File: src/hdl/deq_pkg.sv
// shared types, constants and ring helpers for the double-ended queue
`default_nettype none
package deq_pkg;

	// storage geometry
	localparam int DEPTH = 16;
	localparam int IDX_W = (DEPTH > 1) ? $clog2(DEPTH) : 1;
	localparam int CNT_W = $clog2(DEPTH + 1);
	localparam int SUM_W = IDX_W + 1;
	localparam int OCC_W = 5;
	localparam int WORD_W = 32;

	// operation codes
	localparam logic [2:0] KIND_PUSH_FRONT = 3'd0;
	localparam logic [2:0] KIND_PUSH_REAR  = 3'd1;
	localparam logic [2:0] KIND_POP_FRONT  = 3'd2;
	localparam logic [2:0] KIND_POP_REAR   = 3'd3;
	localparam logic [2:0] KIND_PEEK       = 3'd4;

	// status codes
	localparam logic [1:0] ST_OK    = 2'd0;
	localparam logic [1:0] ST_EMPTY = 2'd1;
	localparam logic [1:0] ST_FULL  = 2'd2;

	typedef struct packed {
		logic [2:0]               kind;
		logic signed [WORD_W-1:0] value;
	} item_t;

	typedef struct packed {
		logic [1:0]               status;
		logic signed [WORD_W-1:0] popped;
		logic signed [WORD_W-1:0] front_value;
		logic signed [WORD_W-1:0] rear_value;
		logic [OCC_W-1:0]         occupancy;
	} result_t;

	// controller to datapath commands
	typedef struct packed {
		logic load;
		logic exec;
		logic fetch;
	} dp_cmd_t;

	// count widened to the ring sum width
	function automatic logic [SUM_W-1:0] cnt_to_sum(input logic [CNT_W-1:0] c);
		logic [SUM_W+CNT_W-1:0] wide;
		wide = {{SUM_W{1'b0}}, c};
		return wide[SUM_W-1:0];
	endfunction

	// base plus offset modulo depth, offset at most depth
	function automatic logic [IDX_W-1:0] ring_add(input logic [IDX_W-1:0] base,
			input logic [SUM_W-1:0] off);
		logic [SUM_W-1:0] sum;
		sum = {1'b0, base} + off;
		if (sum >= SUM_W'(DEPTH)) begin
			sum = sum - SUM_W'(DEPTH);
		end
		return sum[IDX_W-1:0];
	endfunction

endpackage
`default_nettype wire

File: src/hdl/deq_ctrl.sv
// sequencing state machine for the double-ended queue
`default_nettype none
module deq_ctrl (
	input  wire logic           clk,
	input  wire logic           arst_n,
	input  wire logic           start,
	output logic                busy,
	output logic                done,
	output deq_pkg::dp_cmd_t    cmd
);

	typedef enum logic [1:0] {
		S_IDLE,
		S_OP,
		S_READ,
		S_OUT
	} state_t;

	state_t state_q;
	state_t state_d;
	logic   busy_q;
	logic   done_q;
	logic   accept;

	// a beat is taken while idle or while the last result is shown
	assign accept = start && !busy_q;

	always_comb begin
		case (state_q)
			S_IDLE:  state_d = accept ? S_OP : S_IDLE;
			S_OP:    state_d = S_READ;
			S_READ:  state_d = S_OUT;
			S_OUT:   state_d = accept ? S_OP : S_IDLE;
			default: state_d = S_IDLE;
		endcase
	end

	// state and registered handshake outputs
	always_ff @(posedge clk or negedge arst_n) begin
		if (!arst_n) begin
			state_q <= S_IDLE;
			busy_q  <= 1'b0;
			done_q  <= 1'b0;
		end else begin
			state_q <= state_d;
			busy_q  <= (state_d == S_OP) || (state_d == S_READ);
			done_q  <= (state_d == S_OUT);
		end
	end

	// datapath commands
	always_comb begin
		cmd.load  = accept;
		cmd.exec  = (state_q == S_OP);
		cmd.fetch = (state_q == S_READ);
	end

	assign busy = busy_q;
	assign done = done_q;

endmodule
`default_nettype wire

File: src/hdl/deq_dp.sv
// ring storage, pointers and result registers of the double-ended queue
`default_nettype none
module deq_dp (
	input  wire logic              clk,
	input  wire logic              arst_n,
	input  wire deq_pkg::dp_cmd_t  cmd,
	input  wire deq_pkg::item_t    item,
	output deq_pkg::result_t       result
);

	localparam int IDX_W = deq_pkg::IDX_W;
	localparam int CNT_W = deq_pkg::CNT_W;
	localparam int OCC_W = deq_pkg::OCC_W;
	localparam int WORD_W = deq_pkg::WORD_W;

	logic [WORD_W-1:0] slots [deq_pkg::DEPTH];

	deq_pkg::item_t    item_q;
	logic [IDX_W-1:0]  head_q;
	logic [CNT_W-1:0]  count_q;
	logic              pop_ok_q;
	logic [1:0]        status_q;
	logic [WORD_W-1:0] popped_q;
	logic [WORD_W-1:0] rd_a_q;
	logic [WORD_W-1:0] rd_b_q;

	logic              empty;
	logic              full;
	logic [IDX_W-1:0]  head_d;
	logic [CNT_W-1:0]  count_d;
	logic [1:0]        status_d;
	logic              pop_ok_d;
	logic              wr_en;
	logic [IDX_W-1:0]  wr_addr;
	logic [IDX_W-1:0]  pop_addr;
	logic [IDX_W-1:0]  rear_addr;
	logic [IDX_W-1:0]  rd_a_addr;
	logic [IDX_W-1:0]  head_dec;
	logic [IDX_W-1:0]  head_inc;
	logic [CNT_W-1:0]  count_m1;
	logic [OCC_W+CNT_W-1:0] occ_wide;

	assign empty    = (count_q == '0);
	assign full     = (count_q == CNT_W'(deq_pkg::DEPTH));
	assign count_m1 = empty ? '0 : count_q - CNT_W'(1);
	assign head_dec = (head_q == '0) ? IDX_W'(deq_pkg::DEPTH - 1) : head_q - IDX_W'(1);
	assign head_inc = (head_q == IDX_W'(deq_pkg::DEPTH - 1)) ? '0 : head_q + IDX_W'(1);
	assign rear_addr = deq_pkg::ring_add(head_q, deq_pkg::cnt_to_sum(count_m1));

	// operation decode on current pointers
	always_comb begin
		head_d   = head_q;
		count_d  = count_q;
		status_d = deq_pkg::ST_OK;
		pop_ok_d = 1'b0;
		wr_en    = 1'b0;
		wr_addr  = head_q;
		pop_addr = head_q;
		case (item_q.kind)
			deq_pkg::KIND_PUSH_FRONT: begin
				if (full) begin
					status_d = deq_pkg::ST_FULL;
				end else begin
					head_d  = head_dec;
					wr_addr = head_dec;
					wr_en   = 1'b1;
					count_d = count_q + CNT_W'(1);
				end
			end
			deq_pkg::KIND_PUSH_REAR: begin
				if (full) begin
					status_d = deq_pkg::ST_FULL;
				end else begin
					wr_addr = deq_pkg::ring_add(head_q, deq_pkg::cnt_to_sum(count_q));
					wr_en   = 1'b1;
					count_d = count_q + CNT_W'(1);
				end
			end
			deq_pkg::KIND_POP_FRONT: begin
				if (empty) begin
					status_d = deq_pkg::ST_EMPTY;
				end else begin
					pop_addr = head_q;
					pop_ok_d = 1'b1;
					head_d   = head_inc;
					count_d  = count_m1;
				end
			end
			deq_pkg::KIND_POP_REAR: begin
				if (empty) begin
					status_d = deq_pkg::ST_EMPTY;
				end else begin
					pop_addr = rear_addr;
					pop_ok_d = 1'b1;
					count_d  = count_m1;
				end
			end
			default: begin
				status_d = empty ? deq_pkg::ST_EMPTY : deq_pkg::ST_OK;
			end
		endcase
	end

	// popped word during the operation, front word afterwards
	assign rd_a_addr = cmd.exec ? pop_addr : head_q;

	// ring storage with registered reads
	always_ff @(posedge clk) begin
		if (cmd.exec && wr_en) begin
			slots[wr_addr] <= item_q.value;
		end
		rd_a_q <= slots[rd_a_addr];
		rd_b_q <= slots[rear_addr];
	end

	// pointers and per-item control
	always_ff @(posedge clk or negedge arst_n) begin
		if (!arst_n) begin
			head_q   <= '0;
			count_q  <= '0;
			pop_ok_q <= 1'b0;
		end else if (cmd.exec) begin
			head_q   <= head_d;
			count_q  <= count_d;
			pop_ok_q <= pop_ok_d;
		end
	end

	// input beat and result payload
	always_ff @(posedge clk) begin
		if (cmd.load) begin
			item_q <= item;
		end
		if (cmd.exec) begin
			status_q <= status_d;
		end
		if (cmd.fetch) begin
			popped_q <= pop_ok_q ? rd_a_q : '0;
		end
	end

	assign occ_wide = {{OCC_W{1'b0}}, count_q};

	always_comb begin
		result.status      = status_q;
		result.popped      = popped_q;
		result.front_value = empty ? '0 : rd_a_q;
		result.rear_value  = empty ? '0 : rd_b_q;
		result.occupancy   = occ_wide[OCC_W-1:0];
	end

endmodule
`default_nettype wire

File: src/hdl/double_ended_queue_unit.sv
// top level of the bounded double-ended queue
//
//   channel   handshake            payload
//   input     start / busy         item   (deq_pkg::item_t)
//   result    done (one cycle)     result (deq_pkg::result_t)
//
// an item passes the operation state with ring write or pop read, then the
// front/rear read of the two-port storage, then the output state with done high
// busy is low while idle and while a result is shown, so a new beat can be
// taken in the done cycle
// reset clears head and count; the storage itself is not cleared
// the receiver cannot stall: each result is shown for exactly one cycle
`default_nettype none
module double_ended_queue_unit (
	input  wire logic              clk,
	input  wire logic              arst_n,
	input  wire logic              start,
	output logic                   busy,
	input  wire deq_pkg::item_t    item,
	output logic                   done,
	output deq_pkg::result_t       result
);

	deq_pkg::dp_cmd_t cmd;

	// sequencing
	deq_ctrl u_ctrl (
		.clk    (clk),
		.arst_n (arst_n),
		.start  (start),
		.busy   (busy),
		.done   (done),
		.cmd    (cmd)
	);

	// storage and pointers
	deq_dp u_dp (
		.clk    (clk),
		.arst_n (arst_n),
		.cmd    (cmd),
		.item   (item),
		.result (result)
	);

endmodule
`default_nettype wire
File: config.mk
export PLATFORM = sky130hd
export DESIGN_NAME = double_ended_queue_unit
export DESIGN_NICKNAME = d
export VERILOG_FILES = /design/src/hdl/deq_pkg.sv /design/src/hdl/deq_ctrl.sv /design/src/hdl/deq_dp.sv /design/src/hdl/double_ended_queue_unit.sv
export SDC_FILE = /design/constraint.sdc
export NUM_CORES = 1
export LEC_CHECK = 0
export ABC_AREA = 1
export BUFFER_PORTS_ARGS = -buffer_cell sky130_fd_sc_hd__clkbuf_2
export CORE_UTILIZATION = 45
export CTS_BUF_LIST = sky130_fd_sc_hd__clkbuf_16
export DETAILED_ROUTE_END_ITERATION = 8
export SETUP_SLACK_MARGIN = 0.2
export SLEW_MARGIN = 20
export SYNTH_ARGS = -nofsm -noshare
export SYNTH_HDL_FRONTEND = slang
export SYNTH_SLANG_ARGS = --single-unit
File: constraint.sdc
create_clock -name clk -period 4.5 [get_ports clk]
set_input_delay 0.675 -clock clk [delete_from_list [all_inputs] [get_ports clk]]
set_output_delay 0.675 -clock clk [all_outputs]
set_load 0.02 [all_outputs]
==> summary.txt <==
Synthesis
  • Syn Std Cell Area: 32,120 um^2
  • FF+latch count, synth: 659
  • Distinct cells, synth: 30
  • Seq/Total Area, Yosys: 0.5940
  • Syn avg cell area: 9.044 um^2
  • Syn Nets: 3,604
  • Syn Inst Count: 3,551
  • Synth warn: 0

STA
  • Measured slew at the worst slew-check pin: 1040 ps
  • Hold_ws: 227.9 ps
  • Setup ws final: 676.7 ps
  • Final Setup Violations: 0
  • Tmin final: 3823 ps
  • Final Cycle Share: 0.8496
  • Fmax: 261.6 MHz
  • Final Max Tran Viols: 0
  • Relative slew slack: 0.3066
  • Setup TNS Final: 0 ps
  • Clock Skew: 25.00 ps
  • RSZ-0062 raised after global routing: no
  • Endpoints failing hold: 0

GRT
  • Initial antenna violation count: 0
  • GRT Total Usage: 0.2732
  • Grt total ovfl: 0
  • Largest net degree at the start of global routing: 257
  • Number of global-route vias before repair: 24.15k
  • First-pass GRT wire length: 150,600 um

Critical path
  • Crit-path max FO: 47
  • CP required: 4970 ps
  • R2R Path Start: u_dp.count_q[0]$_DFFE_PN0P_
  • Startpoint Class: flop
  • Beginning of the critical path: u_dp.count_q[0]$_DFFE_PN0P_
  • Crit path capture type: flop
  • WP data arrival: 4290 ps
  • Setup CP Type: flop to flop

Worst hold path
  • Worst min-delay path class: primary input to flop
  • Hold path startpoint: item[34]

Die
  • Initial Utilization: 0.4570
  • I/O pins: 143
  • Die area: 72,440 um^2
  • Rows: 97
  • Die W: 269.2 um
  • CORE AREA: 70,270 um^2
  • Die height: 269.2 um

Cells and area
  • Nets: 3,641
  • Commonest cells after routing, fill and taps aside: nand3_1 (791), inv_1 (671), edfxtp_1 (581)
  • Share of layout cells above drive strength 1: 0.09325
  • Most common cell after layout, fill and taps aside: nand3_1
  • Final Util: 0.5155
  • Synth-to-Final Area Change: 12.80%
  • Fillers: 6,410

Placement
  • GP Congestion: 0.8694
  • IO Port Bufs: 142
  • Hpwl dp: 54,080 um
  • Worst slack at placement: 720.3 ps

Clock tree
  • Clock Sinks: 659
  • TritonCTS Buffers: 73
  • Root Driver: clkbuf_16
  • Clk_lat worst skew: 620 ps
  • CTS tree: done
  • Gates resized, CTS repair: 0
  • Clock-pin slew on the worst setup and hold paths: 60 ps
  • CTS H-tree lvls: 3
  • Clock tree buffer depth: 3

Drt
  • Detailed Routing Iterations Pass 1: 6
  • Average wire per standard cell: 21.63 um
  • DRT Wirelength: 99,230 um
  • Vias/cell: 5.548
  • DRC errors left: 0
  • ANT nets after route: 0
  • Vias: 25.45k
  • Detailed Route Iter0 Violations: 2,989

Flow run
  • Max-cap viol count: 0

Status
  • Status: completed
==> final cells by class <==
class                      count  area, um^2  area share
timing repair buffer         202        1434     0.03958
clock inverter                58       441.7     0.01219
sequential                   659       19080      0.5266
clock buffer                  75        1877     0.05181
multi-input combinational   2005        9781      0.2700
antenna                        1       2.502  0.00006908
inverter                     647        2436     0.06725
tap                          940        1176     0.03247
==> Yosys cell counts (all sizes together) <==
cell | number | area [um^2]
edfxtp | 581 | 17450
xor2 | 5 | 43.79
dfrtp | 14 | 350.3
xnor2 | 4 | 35.03
o21ai | 306 | 1531
a22oi | 1 | 7.510
nand2 | 568 | 2162
clkbuf | 103 | 386.6
nor2 | 36 | 150.1
or2 | 3 | 18.77
o211a | 1 | 10.01
o22ai | 2 | 12.51
a21oi | 262 | 1311
inv | 647 | 2429
buf | 137 | 690.7
nand3 | 794 | 3989
ha | 13 | 162.7
fa | 2 | 40.04
dfxtp | 64 | 1281
a31oi | 2 | 12.51
o211ai | 6 | 45.04
==> stage by stage <==
step / instance area [um^2] / std cells
finish: 36230 / 4587
global route: 36220 / 4586
CTS: 36200 / 4585
detailed placement: 33870 / 4451
global placement: 33870 / 4451
floorplan: 32120 / 3551
==> what timing repair did <==
action,4_1_cts,5_1_grt
setup buffers,0,0
hold buffers,1,0
hold endpoints to repair,14,0
==> final timing paths <==
kind | to | slack, ps | cells after the start
max in group asynchronous | u_dp.head_q[2]$_DFFE_PN0P_ | 3690 | 2
hold reg to reg | u_dp.popped_q[2]$_SDFFCE_PN0P_ | 510 | 2
setup / recovery | u_dp.rd_a_q[12]$_DFF_P_ | 680 | 14
hold / removal | u_dp.item_q[34]$_DFFE_PP_ | 230 | 1
setup reg to reg | u_dp.rd_a_q[12]$_DFF_P_ | 680 | 14
min in group asynchronous | u_dp.count_q[0]$_DFFE_PN0P_ | 520 | 2
==> kinds of logic (layout without fill, tap and decap cells) <==
| logic type | Yosys count | in the layout | synth area share |
|---|---|---|---|
| AND/OR/NAND/NOR | 1401 | 1401 | 0.1968 |
| buffers and inverters | 887 | 982 | 0.1092 |
| flip-flops | 659 | 659 | 0.5940 |
| AO/OA/AOI/OAI | 580 | 580 | 0.09124 |
| adder cells (fa/ha/maj) | 15 | 15 | 0.006312 |
| XOR/XNOR | 9 | 9 | 0.002454 |
| other | 0 | 1 | 0 |
==> per-layer routing <==
metal  part of all wire  global-route usage  up-vias  wire, um
met3              0.094             0.03874      204      9352
met4              0.027             0.09023        0      2642
met5                  0                   0        -         0
met1               0.43              0.3860    12030     42380
li1                   -                   -    11950         -
met2               0.45              0.4326     1269     44850
==> state kept, by name, summed over array words and instances (netlist names) <==
| register | count |
|---|---|
| u_dp.item_q | 35 |
| u_dp.popped_q | 32 |
| u_ctrl.state_q | 2 |
| u_dp.slots | 512 |
| u_ctrl.done | 1 |
| u_dp.pop_ok_q | 1 |
| u_dp.rd_a_q | 32 |
| u_dp.status_q | 2 |
| u_dp.head_q | 4 |
| u_dp.rd_b_q | 32 |
| u_dp.count_q | 5 |
| u_ctrl.busy | 1 |
==> worst max-delay path: stages (launching register included) <==
cell and delay, ps:
dfrtp_1 440, inv_1 160, ha_1 230, nand3_4 100, nand2_1 80, inv_1 60
ha_4 610, nand3_4 510, nand2_8 480, buf_4 390, nand2_1 90, nand3_1 90
nand3_1 80, nand3_1 130, nand2_1 160
Power is not shown: default switching activity piles up to over one toggle a cycle in this logic, so the estimate is an artifact.
